## src/sv/lsb_stego_payload_extractor_top_defines.svh

```systemverilog
// Assertion helpers for the payload extractor, clocked on clk_i, idle in reset.
`ifndef LSB_STEGO_PAYLOAD_EXTRACTOR_TOP_DEFINES_SVH
`define LSB_STEGO_PAYLOAD_EXTRACTOR_TOP_DEFINES_SVH

// same-cycle implication
`define LSPE_ASSERT_NOW(lbl, ante, cons, msg) \
  lbl: assert property (@(posedge clk_i) disable iff (!rst_ni) (ante) |-> (cons)) \
    else $error(msg);

// next-cycle implication
`define LSPE_ASSERT_NEXT(lbl, ante, cons, msg) \
  lbl: assert property (@(posedge clk_i) disable iff (!rst_ni) (ante) |=> (cons)) \
    else $error(msg);

`endif

```

## src/sv/lspe_pkg.sv

```systemverilog
package lspe_pkg;

  localparam int unsigned EXT_STORE_BYTES = 20;
  localparam int unsigned MAGIC_MAX_BYTES = 4;

  localparam int unsigned MAGIC_CAP = (MAGIC_MAX_BYTES < 4) ? MAGIC_MAX_BYTES : 4;
  localparam logic [31:0] EXT_LEN_MAX = 32'(EXT_STORE_BYTES - 1);

  localparam logic [7:0]  HEADER_SKIP_RST  = 8'd54;
  localparam logic [2:0]  MAGIC_LENGTH_RST = 3'd2;
  localparam logic [31:0] MAGIC_VALUE_RST  = 32'd0;

  typedef enum logic [1:0] {
    CFG_HEADER_SKIP  = 2'd0,
    CFG_MAGIC_LENGTH = 2'd1,
    CFG_MAGIC_VALUE  = 2'd2
  } cfg_idx_e;

  typedef enum logic [1:0] {
    KIND_EXT   = 2'd0,
    KIND_DATA  = 2'd1,
    KIND_ERROR = 2'd2,
    KIND_EMPTY = 2'd3
  } kind_e;

  typedef enum logic [1:0] {
    ERR_NONE     = 2'd0,
    ERR_MAGIC    = 2'd1,
    ERR_EXT_LONG = 2'd2
  } err_e;

  typedef enum logic [6:0] {
    PH_HEADER = 7'b0000001,
    PH_MAGIC  = 7'b0000010,
    PH_EXTLEN = 7'b0000100,
    PH_EXT    = 7'b0001000,
    PH_SIZE   = 7'b0010000,
    PH_DATA   = 7'b0100000,
    PH_DONE   = 7'b1000000
  } phase_e;

  typedef struct packed {
    logic [7:0] value;
    kind_e      kind;
    logic       last;
    err_e       error_code;
  } res_t;

endpackage

```

## src/sv/lsb_stego_payload_extractor_top.sv

```systemverilog
// LSB payload extractor. Takes one cover byte per cycle while in_ready_o is high
// (only bit 0 matters) and registers at most one result word per cover byte into
// the output buffer. Decode state advances with short logic at the input, so in_ready_o
// stays high back to back; a two-entry output buffer lets one result wait on a
// stalled consumer while the next byte is still taken. in_ready_o drops only
// when both entries are full. Config writes are always ready and take effect at once.
`include "lsb_stego_payload_extractor_top_defines.svh"

module lsb_stego_payload_extractor_top (
  input  logic        clk_i,
  input  logic        rst_ni,
  input  logic        cfg_valid_i,
  output logic        cfg_ready_o,
  input  logic [1:0]  cfg_index_i,
  input  logic [31:0] cfg_data_i,
  input  logic        in_valid_i,
  output logic        in_ready_o,
  input  logic        start_of_image_i,
  input  logic [7:0]  cover_byte_i,
  output logic        out_valid_o,
  input  logic        out_ready_i,
  output logic [7:0]  value_o,
  output logic [1:0]  kind_o,
  output logic        last_o,
  output logic [1:0]  error_code_o
);

  logic [7:0]  header_skip_q;
  logic [2:0]  magic_length_q;
  logic [31:0] magic_value_q;

  lspe_pkg::phase_e phase_q, phase_d;
  logic [4:0]  bit_count_q, bit_count_d;
  logic [31:0] shift_word_q, shift_word_d;
  logic [7:0]  header_count_q, header_count_d;
  logic [31:0] field_count_q, field_count_d;

  lspe_pkg::res_t out_q, skid_q, res;
  logic out_valid_q, skid_valid_q;
  logic push, pop, in_acc;

  logic [2:0]  magic_n;
  logic [31:0] magic_mask;
  logic [5:0]  need;
  logic [31:0] word;
  logic        unit_done;
  logic        hidden;

  assign cfg_ready_o = 1'b1;
  assign in_ready_o  = !skid_valid_q;
  assign in_acc      = in_valid_i && in_ready_o;
  assign pop         = out_valid_q && out_ready_i;

  always_ff @(posedge clk_i or negedge rst_ni) begin
    if (!rst_ni) begin
      header_skip_q  <= lspe_pkg::HEADER_SKIP_RST;
      magic_length_q <= lspe_pkg::MAGIC_LENGTH_RST;
      magic_value_q  <= lspe_pkg::MAGIC_VALUE_RST;
    end else if (cfg_valid_i) begin
      case (cfg_index_i)
        lspe_pkg::CFG_HEADER_SKIP:  header_skip_q  <= cfg_data_i[7:0];
        lspe_pkg::CFG_MAGIC_LENGTH: magic_length_q <= cfg_data_i[2:0];
        lspe_pkg::CFG_MAGIC_VALUE:  magic_value_q  <= cfg_data_i;
        default: ;
      endcase
    end
  end

  // clamp magic length to what the compare supports
  always_comb begin
    if (magic_length_q > 3'(lspe_pkg::MAGIC_CAP)) begin
      magic_n = 3'(lspe_pkg::MAGIC_CAP);
    end else begin
      magic_n = magic_length_q;
    end
    magic_mask = ~(32'hFFFF_FFFF << {magic_n, 3'b000});
  end

  always_comb begin
    phase_d        = phase_q;
    bit_count_d    = bit_count_q;
    shift_word_d   = shift_word_q;
    header_count_d = header_count_q;
    field_count_d  = field_count_q;
    push           = 1'b0;
    res            = '0;
    hidden         = 1'b1;

    if (start_of_image_i) begin
      phase_d        = lspe_pkg::PH_HEADER;
      bit_count_d    = '0;
      shift_word_d   = '0;
      header_count_d = '0;
      field_count_d  = '0;
    end

    if (phase_d == lspe_pkg::PH_HEADER) begin
      if (header_count_d < header_skip_q) begin
        header_count_d = header_count_d + 8'd1;
        hidden         = 1'b0;
      end else begin
        phase_d = lspe_pkg::PH_MAGIC;
      end
    end
    if (phase_d == lspe_pkg::PH_MAGIC && magic_n == 3'd0) begin
      phase_d = lspe_pkg::PH_EXTLEN;
    end

    if (phase_d == lspe_pkg::PH_MAGIC) begin
      need = {magic_n, 3'b000};
    end else if (phase_d == lspe_pkg::PH_EXT || phase_d == lspe_pkg::PH_DATA) begin
      need = 6'd8;
    end else begin
      need = 6'd32;
    end
    word      = {shift_word_d[30:0], cover_byte_i[0]};
    unit_done = ({1'b0, bit_count_d} + 6'd1) >= need;

    if (hidden && phase_d != lspe_pkg::PH_DONE) begin
      if (!unit_done) begin
        bit_count_d  = bit_count_d + 5'd1;
        shift_word_d = word;
      end else begin
        bit_count_d  = '0;
        shift_word_d = '0;
        case (phase_d)
          lspe_pkg::PH_MAGIC: begin
            if (((word ^ magic_value_q) & magic_mask) != 32'd0) begin
              phase_d        = lspe_pkg::PH_DONE;
              push           = 1'b1;
              res.kind       = lspe_pkg::KIND_ERROR;
              res.last       = 1'b1;
              res.error_code = lspe_pkg::ERR_MAGIC;
            end else begin
              phase_d = lspe_pkg::PH_EXTLEN;
            end
          end
          lspe_pkg::PH_EXTLEN: begin
            if (word > lspe_pkg::EXT_LEN_MAX) begin
              phase_d        = lspe_pkg::PH_DONE;
              push           = 1'b1;
              res.kind       = lspe_pkg::KIND_ERROR;
              res.last       = 1'b1;
              res.error_code = lspe_pkg::ERR_EXT_LONG;
            end else begin
              field_count_d = word;
              phase_d = (word != 32'd0) ? lspe_pkg::PH_EXT : lspe_pkg::PH_SIZE;
            end
          end
          lspe_pkg::PH_EXT: begin
            field_count_d = field_count_d - 32'd1;
            if (field_count_d == 32'd0) begin
              phase_d = lspe_pkg::PH_SIZE;
            end
            push      = 1'b1;
            res.value = word[7:0];
            res.kind  = lspe_pkg::KIND_EXT;
          end
          lspe_pkg::PH_SIZE: begin
            if (word == 32'd0 || word[31]) begin
              phase_d  = lspe_pkg::PH_DONE;
              push     = 1'b1;
              res.kind = lspe_pkg::KIND_EMPTY;
              res.last = 1'b1;
            end else begin
              field_count_d = word;
              phase_d       = lspe_pkg::PH_DATA;
            end
          end
          lspe_pkg::PH_DATA: begin
            field_count_d = field_count_d - 32'd1;
            push      = 1'b1;
            res.value = word[7:0];
            res.kind  = lspe_pkg::KIND_DATA;
            if (field_count_d == 32'd0) begin
              phase_d  = lspe_pkg::PH_DONE;
              res.last = 1'b1;
            end
          end
          default: ;
        endcase
      end
    end
  end

  always_ff @(posedge clk_i or negedge rst_ni) begin
    if (!rst_ni) begin
      phase_q        <= lspe_pkg::PH_HEADER;
      bit_count_q    <= '0;
      shift_word_q   <= '0;
      header_count_q <= '0;
      field_count_q  <= '0;
    end else if (in_acc) begin
      phase_q        <= phase_d;
      bit_count_q    <= bit_count_d;
      shift_word_q   <= shift_word_d;
      header_count_q <= header_count_d;
      field_count_q  <= field_count_d;
    end
  end

  // two-entry output buffer: out_q is the head, skid_q holds a second word
  always_ff @(posedge clk_i or negedge rst_ni) begin
    if (!rst_ni) begin
      out_valid_q  <= 1'b0;
      skid_valid_q <= 1'b0;
    end else if (skid_valid_q) begin
      if (pop) begin
        skid_valid_q <= 1'b0;
      end
    end else if (in_acc && push) begin
      if (out_valid_q && !pop) begin
        skid_valid_q <= 1'b1;
      end else begin
        out_valid_q <= 1'b1;
      end
    end else if (pop) begin
      out_valid_q <= 1'b0;
    end
  end

  always_ff @(posedge clk_i) begin
    if (skid_valid_q) begin
      if (pop) begin
        out_q <= skid_q;
      end
    end else if (in_acc && push) begin
      if (out_valid_q && !pop) begin
        skid_q <= res;
      end else begin
        out_q <= res;
      end
    end
  end

  assign out_valid_o  = out_valid_q;
  assign value_o      = out_q.value;
  assign kind_o       = out_q.kind;
  assign last_o       = out_q.last;
  assign error_code_o = out_q.error_code;

  `LSPE_ASSERT_NOW(a_skid_needs_head, skid_valid_q, out_valid_q, "skid word without head word")
  `LSPE_ASSERT_NEXT(a_skid_holds, skid_valid_q && !out_ready_i, skid_valid_q, "skid word lost")
  `LSPE_ASSERT_NEXT(a_last_ends, in_acc && push && res.last, phase_q == lspe_pkg::PH_DONE, "decode not done after last word")

endmodule
```

## config.mk

```make
export PLATFORM = sky130hd
export DESIGN_NAME = lsb_stego_payload_extractor_top
export DESIGN_NICKNAME = d
export VERILOG_FILES = /design/src/sv/lspe_pkg.sv /design/src/sv/lsb_stego_payload_extractor_top.sv
export VERILOG_INCLUDE_DIRS = /design/src /design/src/sv
export SDC_FILE = /design/constraint.sdc
export NUM_CORES = 1
export LEC_CHECK = 0
export ABC_CLOCK_PERIOD_IN_PS = 6100
export BUFFER_PORTS_ARGS = -buffer_cell sky130_fd_sc_hd__buf_4
export CORE_ASPECT_RATIO = 1.2
export CORE_MARGIN = 8
export CORE_UTILIZATION = 30
export CTS_CLUSTER_SIZE = 20
export DETAILED_ROUTE_END_ITERATION = 6
export HOLD_SLACK_MARGIN = 0.12
export PLACE_DENSITY = 0.56
export SLEW_MARGIN = 20
export SYNTH_ARGS = -nofsm -noshare
export SYNTH_HDL_FRONTEND = slang
export SYNTH_SLANG_ARGS = --single-unit
```

## constraint.sdc

```tcl
create_clock -name clk_i -period 6.1 [get_ports clk_i]
set_input_delay 0.61 -clock clk_i [delete_from_list [all_inputs] [get_ports clk_i]]
set_output_delay 0.61 -clock clk_i [all_outputs]
set_load 0.01 [all_outputs]
```

==> key figures <==
Outcome
  – Status: finished, final reports clean

Finish
  – Filler cell count: 3292
  – Nets: 1104
  – Layout area overhead: 13.7%
  – Layout cell share with drive strength beyond 1: 18.4%
  – Final cell count without fillers: 1462
  – N_diodes: 0
  – Final Cell Area: 11000 um2

Route
  – First-pass iteration count of the detailed router: 5
  – Routed WL: 28.0 mm
  – # DRC: 0
  – DRT antenna net count: 0
  – Initial drt markers: 513
  – WL/cell: between 15 and 20 um
  – Vias: 8318
  – Routed vias/inst: 5.69

Global routing
  – Largest net degree at the start of global routing: 73
  – Global-route wire length before repair: 45.3 mm
  – Antenna violations before repair: 0
  – Number of global-route vias before repair: 8079
  – Total gr overflow: 0
  – Global-route usage over all layers: 14.6%

Synthesis
  – Yosys warnings: 0
  – Post-synthesis mux area share: 7.01%
  – Post-Synth Simple-Gate Area: 18.9%
  – Post-synthesis adder-cell area fraction: between 1.5 and 2%
  – Syn nets: 1099
  – Asr flop ratio synth: between 80 and 90%
  – Most common flop cell mapped by yosys: dfrtp_1
  – Share of the yosys chip area belonging to registers: 41.2%
  – Largest family of logic cells by synthesized area: compound AO/OA/AOI/OAI gates
  – Mapped Cells: 1037
  – EDFF count, synth: 26
  – Unique masters post-synth: 90
  – Compound-gate portion of the synthesized area: a little under a quarter
  – Synthesized area per cell: 9.34 um2
  – FF+latch count, synth: approximately 150
  – Post-synthesis xor/xnor area fraction: 3.07%
  – Mapped Area: 9690 um2

Run
  – Max Cap Viol: 0

Power and ir drop
  – Max VDD drop: 0.188 mV
  – Reg power frac: 45.2%
  – Clk network pwr share: roughly 44%
  – Logic pwr share: 10.5%
  – Leakage: 4.21 nW
  – Power per cell area: 232 nW/um2
  – Switching part of the total: approximately a quarter
  – Net Sw Power: just under 0.7 mW
  – Cell internal pwr: 1.88 mW

Clocking
  – Latest clock arrival within the worst-skew pair: 440 ps
  – CTS clk-pin slew, worst paths: around 70 ps
  – Post-CTS Resized: 0
  – Setup Buffers After CTS: 0
  – # hold bufs at CTS: 0
  – H-tree levels: 4
  – CTS tree: yes
  – Clk root buf: clkbuf_16
  – Clock Path Buffers: 2
  – Sink Count: 154
  – CTS buffer count: 17

Setup path
  – Critical Path RT: about 6200 ps
  – R2r startpoint: header_skip_q[5]
  – Worst Setup End Kind: register
  – Delay-heaviest family, CP: compound AO/OA/AOI/OAI gates
  – Crit path max-delay cell type: nor3b_4
  – Startpoint types: register
  – CP Cell Sequence: inv_1, ha_1, a211oi_1, nor2_1, nor3_1, or3_1, a21o_1, o21ai_0, o21a_1, ha_1, nand2_1, o21ai_0, a21o_1, a21oi_1, a211o_1, a211oi_2, a21bo_2, nor3b_4
  – CP Buf/Inv Count: 1
  – Crit. Startpoint: header_skip_q[5]
  – Setup CP Type: reg -> reg
  – Largest stage delay, worst path: just under 600 ps
  – Worst EP arrival: 5170 ps
  – CP max FO: 13

Place
  – Setup slack at placement: 662 ps
  – Port Buffers: 55
  – Gpl congestion: ~0.87
  – # placed instances: 1430
  – Area after DPL: 10400 um2
  – Hpwl dp: 19.2 mm

Timing
  – Slew at the pin closest to its max-slew limit: 1120 ps
  – Final worst slack: 997 ps
  – Final period util: 83.7%
  – Fin crit period: 5100 ps
  – Fin. Hold Viols: 0
  – Slew headroom: approximately 25%
  – Peak Freq: 196 MHz
  – Final setup violation count: 0
  – Setup_tns: 0 ps
  – Worst Skew: about 11 ps
  – RSZ-0062 raised after global routing: no
  – Slew Viols, Final: 0

Floorplan
  – Core outline area: 32100 um2
  – Area of the die: 38300 um2
  – Chip height: 213 um
  – Num ports: 64
  – Die W: 180 um
  – Row Count: 72
  – Starting Density: 30.2%

Worst hold path
  – Hold/Removal Path Class: in -> async
[routing by layer]
| layer | part of all wire [%] | vias to the layer above | wire length (um) | global-route usage [%] |
|---|---|---|---|---|
| met3 | 4.6 | 38 | 1280 | 2.57 |
| met4 | 2.2 | 0 | 623 | 5.62 |
| met1 | 46 | 4100 | 12800 | 18.8 |
| met2 | 47 | 246 | 13300 | 24.1 |
| li1 | - | 3934 | - | - |
| met5 | 0 | - | 0 | 0 |
[cells by family (layout without fill, tap and decap cells)]
| group | after synthesis | count (layout) |
|---|---|---|
| simple gates | 340 | 340 |
| compound gates | 314 | 314 |
| flops | 154 | 154 |
| buf+inv | 118 | 136 |
| mux | 62 | 62 |
| xor+xnor | 34 | 34 |
| fa+ha+maj | 14 | 14 |
| other cells | 1 | 1 |
[area by class of cell]
cell class	instances	area (um2)	area share, %
sequential	154	3990	36.2
multi-input combinational	765	5230	47.5
clock inverter	15	188	1.70
tap	407	509	4.62
clock buffer	17	425	3.86
inverter	29	109	0.988
timing repair buffer	75	567	5.14
[placed cells by master (no fill, tap or decap), drive strengths merged, types with 19 or more instances in the layout]
cell | netlist | final
nor2 | 86 | 86
buf | 29 | 75
nand2 | 79 | 79
a22o | 25 | 25
o22ai | 27 | 27
inv | 29 | 35
a22oi | 34 | 34
nand3 | 19 | 19
edfxtp | 26 | 26
a21oi | 40 | 40
xnor2 | 20 | 20
nor4 | 27 | 27
dfrtp | 122 | 122
o21ai | 67 | 67
mux2 | 47 | 47
nor3 | 27 | 27
[flip-flops by register name, summed over array words and instances, names as in the netlist, 2 cells and up]
signal,cells
header_count_q,8
header_skip_q,8
error_code_o,2
field_count_q,32
magic_value_q,32
phase_q,7
shift_word_q,31
bit_count_q,5
skid_q,13
kind_o,2
magic_length_q,3
value_o,8
[through the flow]
stage / total power [mW] / hold slack, ps / utilization [%]
2_1_floorplan: 1.35 / 314 / -
4_1_cts: 2.58 / 235 / 34.4
3_3_place_gp: 1.44 / 507 / 32.4
5_1_grt: 2.66 / 267 / 34.4
6_report: 2.56 / 190 / 34.4
3_5_place_dp: 1.44 / 504 / 32.4
[power by group through the flow]
stage | Combinational (mW) | Sequential [mW] | Clock (mW)
CTS | 0.270 | 1.16 | 1.16
detailed placement | 0.267 | 1.18 | 0
global route | 0.294 | 1.17 | 1.20
floorplan | 0.186 | 1.16 | 0
global placement | 0.264 | 1.17 | 0
finish | 0.268 | 1.16 | 1.13
[worst paths after layout]
path | end | slack, ps | depth (start not counted)
max in group asynchronous | shift_word_q[15] | 4630 | 2
min | magic_value_q[26] | 190 | 1
min reg2reg | header_skip_q[4] | 520 | 2
min in group clk_i | header_skip_q[7] | 390 | 3
max reg2reg | skid_q[3] | 1000 | 18
max | skid_q[3] | 1000 | 18
[cell usage after synthesis, types with 14 or more instances]
| master | n | area (um2) |
|---|---|---|
| buf_2 | 21 | 105 |
| o22ai_1 | 27 | 169 |
| mux2_2 | 47 | 529 |
| nand2_1 | 79 | 297 |
| ha_1 | 14 | 175 |
| nand4_1 | 17 | 106 |
| nor3_1 | 25 | 125 |
| inv_1 | 28 | 105 |
| nor4_1 | 22 | 138 |
| a21oi_1 | 37 | 185 |
| edfxtp_1 | 26 | 781 |
| o21ai_0 | 41 | 205 |
| clkbuf_1 | 60 | 225 |
| nand3_1 | 18 | 90.1 |
| mux2i_1 | 15 | 150 |
| nor2_1 | 86 | 323 |
| a22oi_1 | 34 | 255 |
| xnor2_1 | 20 | 175 |
| xor2_1 | 14 | 123 |
| o21ai_1 | 26 | 130 |
| a31oi_1 | 17 | 106 |
| dfrtp_1 | 122 | 3050 |
| nor2b_1 | 14 | 87.6 |
| a22o_1 | 25 | 219 |
No activity file was read; power rests on OpenSTA's default activity.
